===== src/psub_pkg.sv =====
// Package: constants, widths, types and tables of the powerline interference subtractor.
`default_nettype none

package psub_pkg;

    localparam int CYCLE_LEN    = 5;
    localparam int RING_LEN     = 8;
    localparam int OUTPUT_DELAY = 3;

    localparam int THRESH_RESET = 150;

    // fixed taps into the sample line, offsets wrap modulo the ring length
    localparam int TAP_CYCLE  = CYCLE_LEN % RING_LEN;
    localparam int TAP_CYCLE1 = (CYCLE_LEN + 1) % RING_LEN;
    localparam int TAP_DELAY  = OUTPUT_DELAY % RING_LEN;

    // run counter holds 1..CYCLE_LEN
    localparam int COUNT_W = $clog2(CYCLE_LEN + 1);

    // summing rotates the sample line a whole number of turns
    localparam int SUM_LEN = ((CYCLE_LEN + RING_LEN - 1) / RING_LEN) * RING_LEN;
    localparam int STEP_W  = $clog2(SUM_LEN + 1);

    // period sum minus half difference, |s| <= (CYCLE_LEN+1)*32768
    localparam int SUM_W  = $clog2((CYCLE_LEN + 1) * 32768) + 1;
    // biased dividend, always non-negative
    localparam int U_W    = SUM_W - 1 + $clog2(CYCLE_LEN + 1);
    localparam int DREM_W = $clog2(CYCLE_LEN);
    localparam logic [U_W-1:0] DIV_BIAS = U_W'(CYCLE_LEN) << (SUM_W - 1);

    // reciprocal of CYCLE_LEN, rounded up; exact floor for any U_W-bit dividend
    localparam int DIV_SHIFT = U_W + DREM_W;
    localparam int PROD_W    = 2 * U_W + 1;
    localparam logic [PROD_W-1:0] DIV_RECIP =
        PROD_W'(((64'd1 << DIV_SHIFT) + 64'(CYCLE_LEN) - 64'd1) / 64'(CYCLE_LEN));

    // Q20.16 interference before saturation
    localparam int Q_W = SUM_W + 17;

    localparam logic REG_THRESHOLD = 1'b0;

    typedef logic signed [15:0] t_sample;
    typedef logic signed [31:0] t_intf;

    typedef struct packed {
        logic shift;   // new sample enters at cell 0
        logic rotate;  // line turns one place toward cell 0
    } t_ring_ctl;

    typedef enum logic [2:0] {
        ST_IDLE,
        ST_EVAL,
        ST_SUB,
        ST_SUM,
        ST_PREP,
        ST_DIV,
        ST_FIN
    } t_state;

    // fraction floor((2*65536*rm + N) / 2N), rm = remainder 0..N-1
    typedef logic [15:0] t_frac_tab [CYCLE_LEN];

    function automatic t_frac_tab frac_table();
        t_frac_tab tab;
        for (int i = 0; i < CYCLE_LEN; i++) begin
            tab[i] = 16'((2 * 65536 * i + CYCLE_LEN) / (2 * CYCLE_LEN));
        end
        return tab;
    endfunction

    localparam t_frac_tab FRAC_TAB = frac_table();

endpackage

`default_nettype wire


===== src/psub_ring_cell.sv =====
// One cell of the sample line: shifts in from its left, rotates in from its right.
`default_nettype none

module psub_ring_cell (
    input  wire                  i_clk,
    input  wire                  i_rst_n,
    input  psub_pkg::t_ring_ctl  i_ctl,
    input  psub_pkg::t_sample    i_prev,
    input  psub_pkg::t_sample    i_next,
    output psub_pkg::t_sample    o_data
);
    import psub_pkg::*;

    t_sample r_data;

    always_ff @(posedge i_clk) begin
        if (!i_rst_n) begin
            r_data <= '0;
        end else if (i_ctl.shift) begin
            r_data <= i_prev;
        end else if (i_ctl.rotate) begin
            r_data <= i_next;
        end
    end

    assign o_data = r_data;

endmodule

`default_nettype wire


===== src/psub_intf_cell.sv =====
// One cell of the interference line; cell 0 holds the current phase.
`default_nettype none

module psub_intf_cell (
    input  wire               i_clk,
    input  wire               i_rst_n,
    input  wire               i_shift,
    input  psub_pkg::t_intf   i_next,
    output psub_pkg::t_intf   o_data
);
    import psub_pkg::*;

    t_intf r_data;

    always_ff @(posedge i_clk) begin
        if (!i_rst_n) begin
            r_data <= '0;
        end else if (i_shift) begin
            r_data <= i_next;
        end
    end

    assign o_data = r_data;

endmodule

`default_nettype wire


===== src/psub_div.sv =====
// Divide by the cycle length: reciprocal multiply for the quotient, back-multiply for the remainder.
`default_nettype none

module psub_div (
    input  wire                          i_clk,
    input  wire                          i_rst_n,
    input  wire                          i_start,
    input  wire [psub_pkg::U_W-1:0]      i_dividend,
    output logic                         o_done,
    output logic [psub_pkg::U_W-1:0]     o_quot,
    output logic [psub_pkg::DREM_W-1:0]  o_rem
);
    import psub_pkg::*;

    logic              r_stage1;
    logic              r_stage2;
    logic              r_done;
    logic [U_W-1:0]    r_num;
    logic [U_W-1:0]    r_quo;
    logic [DREM_W-1:0] r_rem;

    logic [U_W-1:0]    w_quo;
    logic [U_W-1:0]    w_back;

    // floor(u / N) = (u * ceil(2^k / N)) >> k
    assign w_quo  = U_W'((PROD_W'(r_num) * DIV_RECIP) >> DIV_SHIFT);
    assign w_back = r_quo * U_W'(CYCLE_LEN);

    always_ff @(posedge i_clk) begin
        if (!i_rst_n) begin
            r_stage1 <= 1'b0;
            r_stage2 <= 1'b0;
            r_done   <= 1'b0;
        end else begin
            r_stage1 <= i_start;
            r_stage2 <= r_stage1;
            if (i_start) begin
                r_done <= 1'b0;
            end else if (r_stage2) begin
                r_done <= 1'b1;
            end
        end
    end

    always_ff @(posedge i_clk) begin
        if (i_start) begin
            r_num <= i_dividend;
        end
        if (r_stage1) begin
            r_quo <= w_quo;
        end
        if (r_stage2) begin
            r_rem <= DREM_W'(r_num - w_back);
        end
    end

    assign o_done = r_done;
    assign o_quot = r_quo;
    assign o_rem  = r_rem;

endmodule

`default_nettype wire


===== src/powerline_interference_subtractor.sv =====
// Top level: powerline interference subtractor for ECG samples.
//
//  channel   direction  handshake              payload
//  sample    in         i_valid / o_stall      i_sample     (s16)
//  filtered  out        o_valid / i_stall      o_filtered   (s16)
//  config    in         psel/penable/pwrite    paddr/pwdata (linearity_threshold @ 0x0)
//
//  One sample at a time. A subtract transaction runs evaluate and subtract from accept
//  to the next accept; an averaging transaction runs evaluate, sum, prepare, divide and
//  finish, its length set by the sample line making whole turns past its summing tap and by
//  the two-stage reciprocal divide by CYCLE_LEN.
//  Synchronous active-low reset clears the sample and interference lines, the
//  run counter (to CYCLE_LEN) and the threshold (to 150).
//  o_stall is high while a transaction is in work; a waiting result in the output
//  register holds the block only at its final step, not at accept.
`default_nettype none

module powerline_interference_subtractor (
    input  wire                 i_clk,
    input  wire                 i_rst_n,
    // sample in
    input  wire                 i_valid,
    output logic                o_stall,
    input  psub_pkg::t_sample   i_sample,
    // filtered out
    output logic                o_valid,
    input  wire                 i_stall,
    output psub_pkg::t_sample   o_filtered,
    // config
    input  wire                 psel,
    input  wire                 penable,
    input  wire                 pwrite,
    input  wire [2:0]           paddr,
    input  wire [31:0]          pwdata,
    output logic [31:0]         prdata,
    output logic                pready
);
    import psub_pkg::*;

    // control state
    t_state              r_state, n_state;
    logic [COUNT_W-1:0]  r_count;
    logic [STEP_W-1:0]   r_step;
    logic [15:0]         r_thr;
    logic                r_out_valid;

    // data held across the sequence
    t_sample             r_xd;
    t_sample             r_t;
    logic signed [SUM_W-1:0] r_acc;
    t_sample             r_out_data;

    // line taps
    t_sample             w_ring [RING_LEN];
    t_intf               w_intf [CYCLE_LEN];
    t_intf               w_intf_new;

    // sequencer outputs
    t_ring_ctl           w_ring_ctl;
    logic                w_intf_shift;
    logic                w_div_start;
    logic                w_out_load;

    logic                w_in_accept;
    logic                w_out_free;

    // ---------------------------------------------------------------------
    // config port
    // ---------------------------------------------------------------------
    logic w_cfg_wr;
    assign w_cfg_wr = psel && penable && pwrite && pready;
    assign pready   = 1'b1;

    always_ff @(posedge i_clk) begin
        if (!i_rst_n) begin
            r_thr <= 16'(THRESH_RESET);
        end else if (w_cfg_wr && (paddr[2] == REG_THRESHOLD)) begin
            r_thr <= pwdata[15:0];
        end
    end

    always_comb begin
        if (paddr[2] == REG_THRESHOLD) begin
            prdata = {16'b0, r_thr};
        end else begin
            prdata = '0;
        end
    end

    // ---------------------------------------------------------------------
    // sample line: cell k holds the sample from k transactions ago
    // ---------------------------------------------------------------------
    for (genvar j = 0; j < RING_LEN; j++) begin : g_ring
        t_sample w_prev;
        if (j == 0) begin : g_head
            assign w_prev = i_sample;
        end else begin : g_body
            assign w_prev = w_ring[j-1];
        end
        psub_ring_cell u_cell (
            .i_clk   (i_clk),
            .i_rst_n (i_rst_n),
            .i_ctl   (w_ring_ctl),
            .i_prev  (w_prev),
            .i_next  (w_ring[(j + 1) % RING_LEN]),
            .o_data  (w_ring[j])
        );
    end

    // ---------------------------------------------------------------------
    // interference line: turns one place per transaction, cell 0 = phase
    // ---------------------------------------------------------------------
    for (genvar j = 0; j < CYCLE_LEN; j++) begin : g_intf
        t_intf w_next;
        if (j == CYCLE_LEN - 1) begin : g_tail
            assign w_next = w_intf_new;
        end else begin : g_body
            assign w_next = w_intf[j+1];
        end
        psub_intf_cell u_cell (
            .i_clk   (i_clk),
            .i_rst_n (i_rst_n),
            .i_shift (w_intf_shift),
            .i_next  (w_next),
            .o_data  (w_intf[j])
        );
    end

    // ---------------------------------------------------------------------
    // linearity test and half difference, on the aligned line
    // ---------------------------------------------------------------------
    logic signed [16:0] w_d1, w_d2, w_dx, w_dx_adj;
    logic signed [17:0] w_crit;
    logic        [17:0] w_crit_abs;
    logic               w_lin;
    logic               w_avg;
    t_sample            w_t;

    assign w_d1   = {w_ring[TAP_CYCLE][15], w_ring[TAP_CYCLE]} - {w_ring[0][15], w_ring[0]};
    assign w_d2   = {w_ring[TAP_CYCLE1][15], w_ring[TAP_CYCLE1]}
                  - {w_ring[1][15], w_ring[1]};
    assign w_crit = {w_d1[16], w_d1} - {w_d2[16], w_d2};
    assign w_crit_abs = w_crit[17] ? 18'(-w_crit) : 18'(w_crit);
    assign w_lin  = w_crit_abs < {2'b0, r_thr};
    assign w_avg  = w_lin && (r_count == COUNT_W'(1));

    // (x - x[n-N]) / 2 truncated toward zero
    assign w_dx     = {w_ring[0][15], w_ring[0]} - {w_ring[TAP_CYCLE][15], w_ring[TAP_CYCLE]};
    assign w_dx_adj = w_dx + {16'b0, w_dx[16]};
    assign w_t      = w_dx_adj[16:1];

    // ---------------------------------------------------------------------
    // divider: s + bias by CYCLE_LEN gives floor quotient and remainder
    // ---------------------------------------------------------------------
    logic signed [SUM_W-1:0] w_s;
    logic [U_W-1:0]          w_dividend;
    logic                    w_div_done;
    logic [U_W-1:0]          w_quot;
    logic [DREM_W-1:0]       w_rem;

    assign w_s        = r_acc - {{(SUM_W - 16){r_t[15]}}, r_t};
    assign w_dividend = {{(U_W - SUM_W){w_s[SUM_W-1]}}, w_s} + DIV_BIAS;

    psub_div u_div (
        .i_clk      (i_clk),
        .i_rst_n    (i_rst_n),
        .i_start    (w_div_start),
        .i_dividend (w_dividend),
        .o_done     (w_div_done),
        .o_quot     (w_quot),
        .o_rem      (w_rem)
    );

    // ---------------------------------------------------------------------
    // average step results
    // ---------------------------------------------------------------------
    logic signed [SUM_W-1:0] w_qs;
    logic                    w_rnd;
    logic signed [SUM_W:0]   w_avg_res;
    logic signed [SUM_W:0]   w_qm;
    logic [DREM_W-1:0]       w_rm;
    logic signed [Q_W-1:0]   w_q;
    t_intf                   w_q_sat;
    t_sample                 w_avg_sat;

    // quotient minus 2^(SUM_W-1): flip the top bit of the low SUM_W bits
    assign w_qs  = {~w_quot[SUM_W-1], w_quot[SUM_W-2:0]};
    assign w_rnd = {w_rem, 1'b0} >= (DREM_W + 1)'(CYCLE_LEN);
    assign w_avg_res = {w_qs[SUM_W-1], w_qs} + {{SUM_W{1'b0}}, w_rnd};

    // (xd*N - s) split as quotient/remainder by N
    assign w_qm = {{(SUM_W - 15){r_xd[15]}}, r_xd} - {w_qs[SUM_W-1], w_qs}
                - {{SUM_W{1'b0}}, (w_rem != '0)};
    assign w_rm = (w_rem == '0) ? '0 : DREM_W'(CYCLE_LEN) - w_rem;
    assign w_q  = {w_qm, FRAC_TAB[w_rm]};

    always_comb begin
        if ((&w_q[Q_W-1:31]) || !(|w_q[Q_W-1:31])) begin
            w_q_sat = w_q[31:0];
        end else begin
            w_q_sat = w_q[Q_W-1] ? 32'h8000_0000 : 32'h7FFF_FFFF;
        end
    end

    always_comb begin
        if ((&w_avg_res[SUM_W:15]) || !(|w_avg_res[SUM_W:15])) begin
            w_avg_sat = w_avg_res[15:0];
        end else begin
            w_avg_sat = w_avg_res[SUM_W] ? 16'h8000 : 16'h7FFF;
        end
    end

    // ---------------------------------------------------------------------
    // subtract step: round(xd - interference), half up
    // ---------------------------------------------------------------------
    logic signed [33:0] w_subv;
    logic signed [17:0] w_subr;
    t_sample            w_sub_sat;

    assign w_subv = {{2{r_xd[15]}}, r_xd, 16'b0} - {{2{w_intf[0][31]}}, w_intf[0]}
                  + 34'sd32768;
    assign w_subr = w_subv[33:16];

    always_comb begin
        if ((&w_subr[17:15]) || !(|w_subr[17:15])) begin
            w_sub_sat = w_subr[15:0];
        end else begin
            w_sub_sat = w_subr[17] ? 16'h8000 : 16'h7FFF;
        end
    end

    assign w_intf_new = (r_state == ST_FIN) ? w_q_sat : w_intf[0];

    // ---------------------------------------------------------------------
    // sequencer
    // ---------------------------------------------------------------------
    assign w_out_free  = !r_out_valid || !i_stall;
    assign o_stall     = (r_state != ST_IDLE);
    assign w_in_accept = i_valid && !o_stall;

    always_comb begin
        n_state = r_state;
        unique case (r_state)
            ST_IDLE: if (w_in_accept) n_state = ST_EVAL;
            ST_EVAL: n_state = w_avg ? ST_SUM : ST_SUB;
            ST_SUB:  if (w_out_free) n_state = ST_IDLE;
            ST_SUM:  if (r_step == STEP_W'(SUM_LEN)) n_state = ST_PREP;
            ST_PREP: n_state = ST_DIV;
            ST_DIV:  if (w_div_done) n_state = ST_FIN;
            ST_FIN:  if (w_out_free) n_state = ST_IDLE;
            default: n_state = ST_IDLE;
        endcase
    end

    always_comb begin
        w_ring_ctl.shift  = w_in_accept;
        w_ring_ctl.rotate = 1'b0;
        w_intf_shift      = 1'b0;
        w_div_start       = 1'b0;
        w_out_load        = 1'b0;
        unique case (r_state)
            ST_SUM:  w_ring_ctl.rotate = 1'b1;
            ST_PREP: w_div_start = 1'b1;
            ST_SUB, ST_FIN: begin
                w_intf_shift = w_out_free;
                w_out_load   = w_out_free;
            end
            default: ;
        endcase
    end

    always_ff @(posedge i_clk) begin
        if (!i_rst_n) begin
            r_state <= ST_IDLE;
            r_count <= COUNT_W'(CYCLE_LEN);
            r_step  <= '0;
        end else begin
            r_state <= n_state;
            if (r_state == ST_EVAL) begin
                r_step <= STEP_W'(1);
                // average step keeps the count at one
                if (!w_lin) begin
                    r_count <= COUNT_W'(CYCLE_LEN);
                end else if (!w_avg) begin
                    r_count <= r_count - 1'b1;
                end
            end else if (r_state == ST_SUM) begin
                r_step <= r_step + 1'b1;
            end
        end
    end

    // accumulate the last period as the line turns past cell 1
    always_ff @(posedge i_clk) begin
        if (r_state == ST_EVAL) begin
            r_xd  <= w_ring[TAP_DELAY];
            r_t   <= w_t;
            r_acc <= '0;
        end else if ((r_state == ST_SUM) && (r_step <= STEP_W'(CYCLE_LEN))) begin
            r_acc <= r_acc + {{(SUM_W - 16){w_ring[1][15]}}, w_ring[1]};
        end
    end

    // output register
    always_ff @(posedge i_clk) begin
        if (!i_rst_n) begin
            r_out_valid <= 1'b0;
        end else if (w_out_load) begin
            r_out_valid <= 1'b1;
        end else if (!i_stall) begin
            r_out_valid <= 1'b0;
        end
    end

    always_ff @(posedge i_clk) begin
        if (w_out_load) begin
            r_out_data <= (r_state == ST_FIN) ? w_avg_sat : w_sub_sat;
        end
    end

    assign o_valid    = r_out_valid;
    assign o_filtered = r_out_data;

endmodule

`default_nettype wire

===== config.mk =====
export PLATFORM = sky130hd
export DESIGN_NAME = powerline_interference_subtractor
export DESIGN_NICKNAME = d
export VERILOG_FILES = /design/src/psub_pkg.sv /design/src/psub_ring_cell.sv /design/src/psub_intf_cell.sv /design/src/psub_div.sv /design/src/powerline_interference_subtractor.sv
export SDC_FILE = /design/constraint.sdc
export NUM_CORES = 2
export LEC_CHECK = 0
export ABC_AREA = 1
export BUFFER_PORTS_ARGS = -buffer_cell sky130_fd_sc_hd__buf_2
export CAP_MARGIN = 20
export CORE_MARGIN = 4
export CORE_UTILIZATION = 54
export DETAILED_ROUTE_END_ITERATION = 7
export PLACE_DENSITY = 0.67
export SLEW_MARGIN = 10
export SYNTH_ARGS = -nofsm -noshare
export SYNTH_HDL_FRONTEND = slang
export SYNTH_HIERARCHICAL = 1
export SYNTH_SLANG_ARGS = --single-unit
export TNS_END_PERCENT = 50

===== constraint.sdc =====
create_clock -name i_clk -period 8.7 [get_ports i_clk]
set_clock_uncertainty 0.1 [all_clocks]
set_input_delay 0.435 -clock i_clk [delete_from_list [all_inputs] [get_ports i_clk]]
set_output_delay 0.435 -clock i_clk [all_outputs]
set_load 0.02 [all_outputs]

== Word level (Yosys, flattened, before mapping) ==
Memories as Yosys holds them, arrays and structs flattened.
Index checks and enable logic that the tools add are counted.

* Register bits: 428
* Memories: 1
* ROM bits: 128
* Input port bits: 58
* Word-level logic and storage cells: 149
* Output and inout bits: 51

* Multiply operators: 2
* Add/subtract/negate cells: 18
* Bitwise logic cells: 4
* Reduce and logical (&&, ||, !) cells: 33
* Mux-type cells: 44
* $lt $le $gt $ge: 4
* Equality and inequality tests: 14

{| class="wikitable"
|+ Memories
! memory !! words !! bits a word !! read ports !! clocked after Yosys merged registers in !! write ports !! RTL line !! text
|-
| (name not given) || 8 || 16 || 1 || 0 || 0 || powerline_interference_subtractor.sv:195 || <nowiki>assign w_q = {w_qm, FRAC_TAB[w_rm]};</nowiki>
|}

{| class="wikitable"
|+ Operator list
! kind !! count
|-
| $mux 16 || 24
|-
| $mux 32 || 3
|-
| $sub 16x16->17 || 3
|-
| $mul 21x20->41 const B || 1
|-
| $add 33x17->34 const B || 1
|-
| $sub 32x32->33 || 1
|-
| $add 21x21->21 const B || 1
|-
| $mux 3 || 7
|-
| $add 19x2->20 || 1
|-
| $sub 16x19->20 || 1
|-
| $sub 20x1->20 || 1
|-
| $add 19x19->19 || 1
|-
| $mul 19x3->3 const B || 1
|-
| $sub 19x19->19 || 1
|-
| $lt 18x16->1 || 1
|-
| $mux 18 || 1
|-
| $neg 18->18 || 1
|-
| $pmux 3 s6 || 1
|-
| $sub 17x17->18 || 1
|-
| $add 17x1->17 || 1
|-
| $reduce_and 5->1 || 2
|-
| $reduce_or 5->1 || 2
|-
| $eq 3x3->1 const B || 3
|-
| $mux 1 || 8
|-
| other kinds (25) || 51
|}

== Longest topological paths before layout ==
* Word-level depth: 8
* Mapped depth: 36

== Modules after synthesis ==
Netlist, hierarchy kept.

{| class="wikitable"
|+ Modules (own cells, without submodules)
! module !! instances !! cells each !! sequential area each (um^2) !! area each (um^2)
|-
| powerline_interference_subtractor || 1 || 1969 || 2362.3 || 13141.4
|-
| psub_div || 1 || 1110 || 1351.3 || 9934.5
|-
| psub_intf_cell || 5 || 202 || 640.6 || 1335.0
|-
| psub_ring_cell || 8 || 122 || 320.3 || 807.0
|}

== Worst setup path after synthesis ==
Ideal clock, no wire load.

* Path type: reg-to-reg
* From: register u_div.r_num[10]
* To: register u_div.r_quo[16], in the netlist u_div/o_quot[16], data pin
* Path slack: 3.247 ns
* Period minus slack after synthesis: 5.453 ns
* Buffers on the path: 0
* Arrival time: 5.101 ns
* Stages on the path, launching flop included: 21
* Required time: 8.348 ns
* Cell sequence: edfxtp_1 > ha_1 > inv_1 > fa_1 > inv_1 > fa_1 > inv_1 > fa_1 > fa_1 > inv_1 > fa_1 > ha_1 > ha_1 > a21oi_1 > o21ai_0 > a21oi_1 > nor2_1 > nor2_1 > nand2_1 > nand2_1 > nand2_1

* Cells in the longest elaborated chain, start to end: 1

{| class="wikitable"
|+ Ends and longest elaborated chain
! what !! RTL line !! text
|-
| start, declared || psub_div.sv:18 || <nowiki>logic [U_W-1:0] r_num;</nowiki>
|-
| start signal, assigned || psub_div.sv:47 || <nowiki>r_num <= i_dividend;</nowiki>
|-
| $mul 21x20->41 || psub_div.sv:26 || <nowiki>assign w_quo = U_W'((PROD_W'(r_num) * DIV_RECIP) >> DIV_SHIFT);</nowiki>
|-
| net u_div.w_quo[16] || psub_div.sv:22 || <nowiki>logic [U_W-1:0] w_quo;</nowiki>
|-
| end signal, assigned || psub_div.sv:50 || <nowiki>r_quo <= w_quo;</nowiki>
|-
| end, declared || psub_div.sv:19 || <nowiki>logic [U_W-1:0] r_quo;</nowiki>
|}

The timed path passes the listed nets, and every way through them passes these cells.
A chain may end at the register's enable or synchronous reset.

== Worst setup path in the final report ==
* From: register u_div.r_num[2]
* To: register u_div.r_quo[8], in the netlist u_div/o_quot[8], data pin

Same word-level chain as after synthesis.

==> reports/qor.yml <==
run_status: "completed"
startpoint_type: "flip-flop"
critPathCaptureType: "flip-flop"
setup-tns-final_ns: 0
worst_slack_ns: 2.57
setup_viol: 0
gp_weighted_congestion: 0.953
clk_transition_reported_paths_ns: 0.07
detail_route.wirelength_um: 91800
cts_inserted_buffers: 49
cts_tree: "built"
critical_path.max_fanout: 7
max-slew-margin-rel: 0.251
syn_area_mm2: 0.0362
postPlaceCellArea_mm2: 0.0366
routed_via_density: 5.09
cts_hold_buf: 11
dp_hpwl_um: 70500
critPathKind: "reg2reg"
grt_remaining_overflow: 0
ff2ff_path_depth: 20
first_pass_iters: 8
post_cts.repair.setup_buffers: 0
rsz0062_at_grt: "no"
drt-wirelength-per-cell_um: 15.4
cap_viol_max_count: 0
post_synth_inst_count: 5062
areaGrowthSynthToFinish_pct: 5.98
hold_path_class: "in2reg"
yosys_warnings: 6
layout_commonest_cell: "nand2_1"
ff2ff_setup_slack_ns: 2.57
via_count: 30367
vias_in_the_first_global_route: 28437
finish.net_count: 5665
core_mm2: 0.0661
finish.utilization: 0.580
max_clock_freq_ghz: 0.163
worst_ep_required_time_ns: 8.97
clock_tree.htree_level_count: 2
hold_path_depth: 3
initial_utilization: 0.547
worst-endpoint-arrival_ns: 6.40
drv_slew: 0
layout.cells.most_common_list: "nand2_1 (1,337), inv_1 (967), nor2_1 (523)"
detail-route-antenna-nets: 0
die_x_um: 267
row_count: 94
worstSkewPairLatency_ns: 0.61
antenna_violations_before_repair: 2
worst-slew-pin-transition_ns: 1.12
layout.cell_area.non_filler_mm2: 0.0384
syn_avg_cell_area_um2: 7.15
buffers_on_ports: 73
drive_above_1_share: 0.0496
fp.dieH_um: 267
hold_viol_final: 0
groute.usage.overall: 0.257
worst_min_delay_path_startpoint: "pwdata[14]"
grt_pass1_wl_um: 148000
cts_buffer_depth: 3
tmin_final_ns: 6.13
cts_repair_resize_count: 0
detail_route.drc_violations: 0
rr_startpoint: "u_div/r_num[2]$_DFFE_PP_"
dpl_worst_slack_ns: 2.58
design.die.area_mm2: 0.0712
min_period_over_period: 0.704
grt_max_degree: 217
floorplan.io_pins: 109
cts_root_buffer: "clkbuf_16"
clkSinkCount: 428
detail_route.iter0.violations: 2190
r2r_end: "u_div/o_quot[8]$_DFFE_PP_"
hold_path_end: "r_thr[14]$_SDFFE_PN0P_"
==> per-stage QoR <==
stage / std cells / hold WS [ns]
4_1_cts: 5969 / 0.000970
3_5_place_dp: 5867 / 0.357
3_3_place_gp: 5867 / 0.350
2_1_floorplan: 5079 / 0.338
6_report: 5970 / 0.0255
5_1_grt: 5969 / 0.0274
==> worst max path at each step <==
stage	to	from	cells past startpoint	slack [ns]
CTS	u_div/o_quot[8]$_DFFE_PP_	u_div/r_num[2]$_DFFE_PP_	20	2.58
global route	u_div/o_quot[11]$_DFFE_PP_	u_div/r_num[2]$_DFFE_PP_	19	2.25
detailed placement	u_div/o_quot[8]$_DFFE_PP_	u_div/r_num[2]$_DFFE_PP_	20	2.58
finish	u_div/o_quot[8]$_DFFE_PP_	u_div/r_num[2]$_DFFE_PP_	20	2.57
global placement	u_div/o_quot[16]$_DFFE_PP_	u_div/r_num[10]$_DFFE_PP_	20	2.65
floorplan	u_div/o_quot[16]$_DFFE_PP_	u_div/r_num[10]$_DFFE_PP_	20	3.25
==> layer usage <==
| layer | global-route usage | vias to the layer above | wire [um] |
|---|---|---|---|
| met2 | 0.427 | 689 | 42000 |
| met5 | 0 | - | 13 |
| met1 | 0.349 | 13880 | 41600 |
| met4 | 0.0964 | 2 | 3760 |
| met3 | 0.0280 | 178 | 4510 |
| li1 | - | 15618 | - |
==> sequential cells by signal, summed over array words and instances (netlist names), 3 cells and up <==
register	cells
r_t	16
r_thr	16
r_xd	16
g_intf.u_cell/o_data	160
o_filtered	16
u_div/o_rem	3
r_state	3
u_div/r_num	21
r_count	3
u_div/o_quot	19
g_ring.u_cell/o_data	128
r_acc	19
r_step	4
==> layout make-up <==
| class | instances | area (um2) |
|---|---|---|
| clock buffers | 64 | 1330 |
| well taps | 864 | 1080 |
| repair buffers | 95 | 606 |
| diodes | 1 | 2.50 |
| multi-input cells | 3507 | 21900 |
| inverters | 984 | 3690 |
| flip-flops and latches | 428 | 9480 |
| clock inverters | 27 | 299 |
| fillers | 6482 | 27700 |
==> worst max-delay path: stages, from the launching register on <==
cell and delay [ns]:
edfxtp_1 0.63, ha_1 0.52, xor2_1 0.26, ha_1 0.29, fa_1 0.52, fa_1 0.44, fa_1 0.52, fa_1 0.55
inv_1 0.06, fa_1 0.52, inv_1 0.04, ha_1 0.30, nand2_1 0.12, nor2_1 0.27, nand2_1 0.09, inv_1 0.08
nand4_1 0.08, nand3_1 0.25, nand2_1 0.11, nand3_1 0.08, nand2_1 0.06
Power is left out: the tool's default activity adds up to more than one toggle a clock period on the data nets, which glitch-free logic cannot reach.
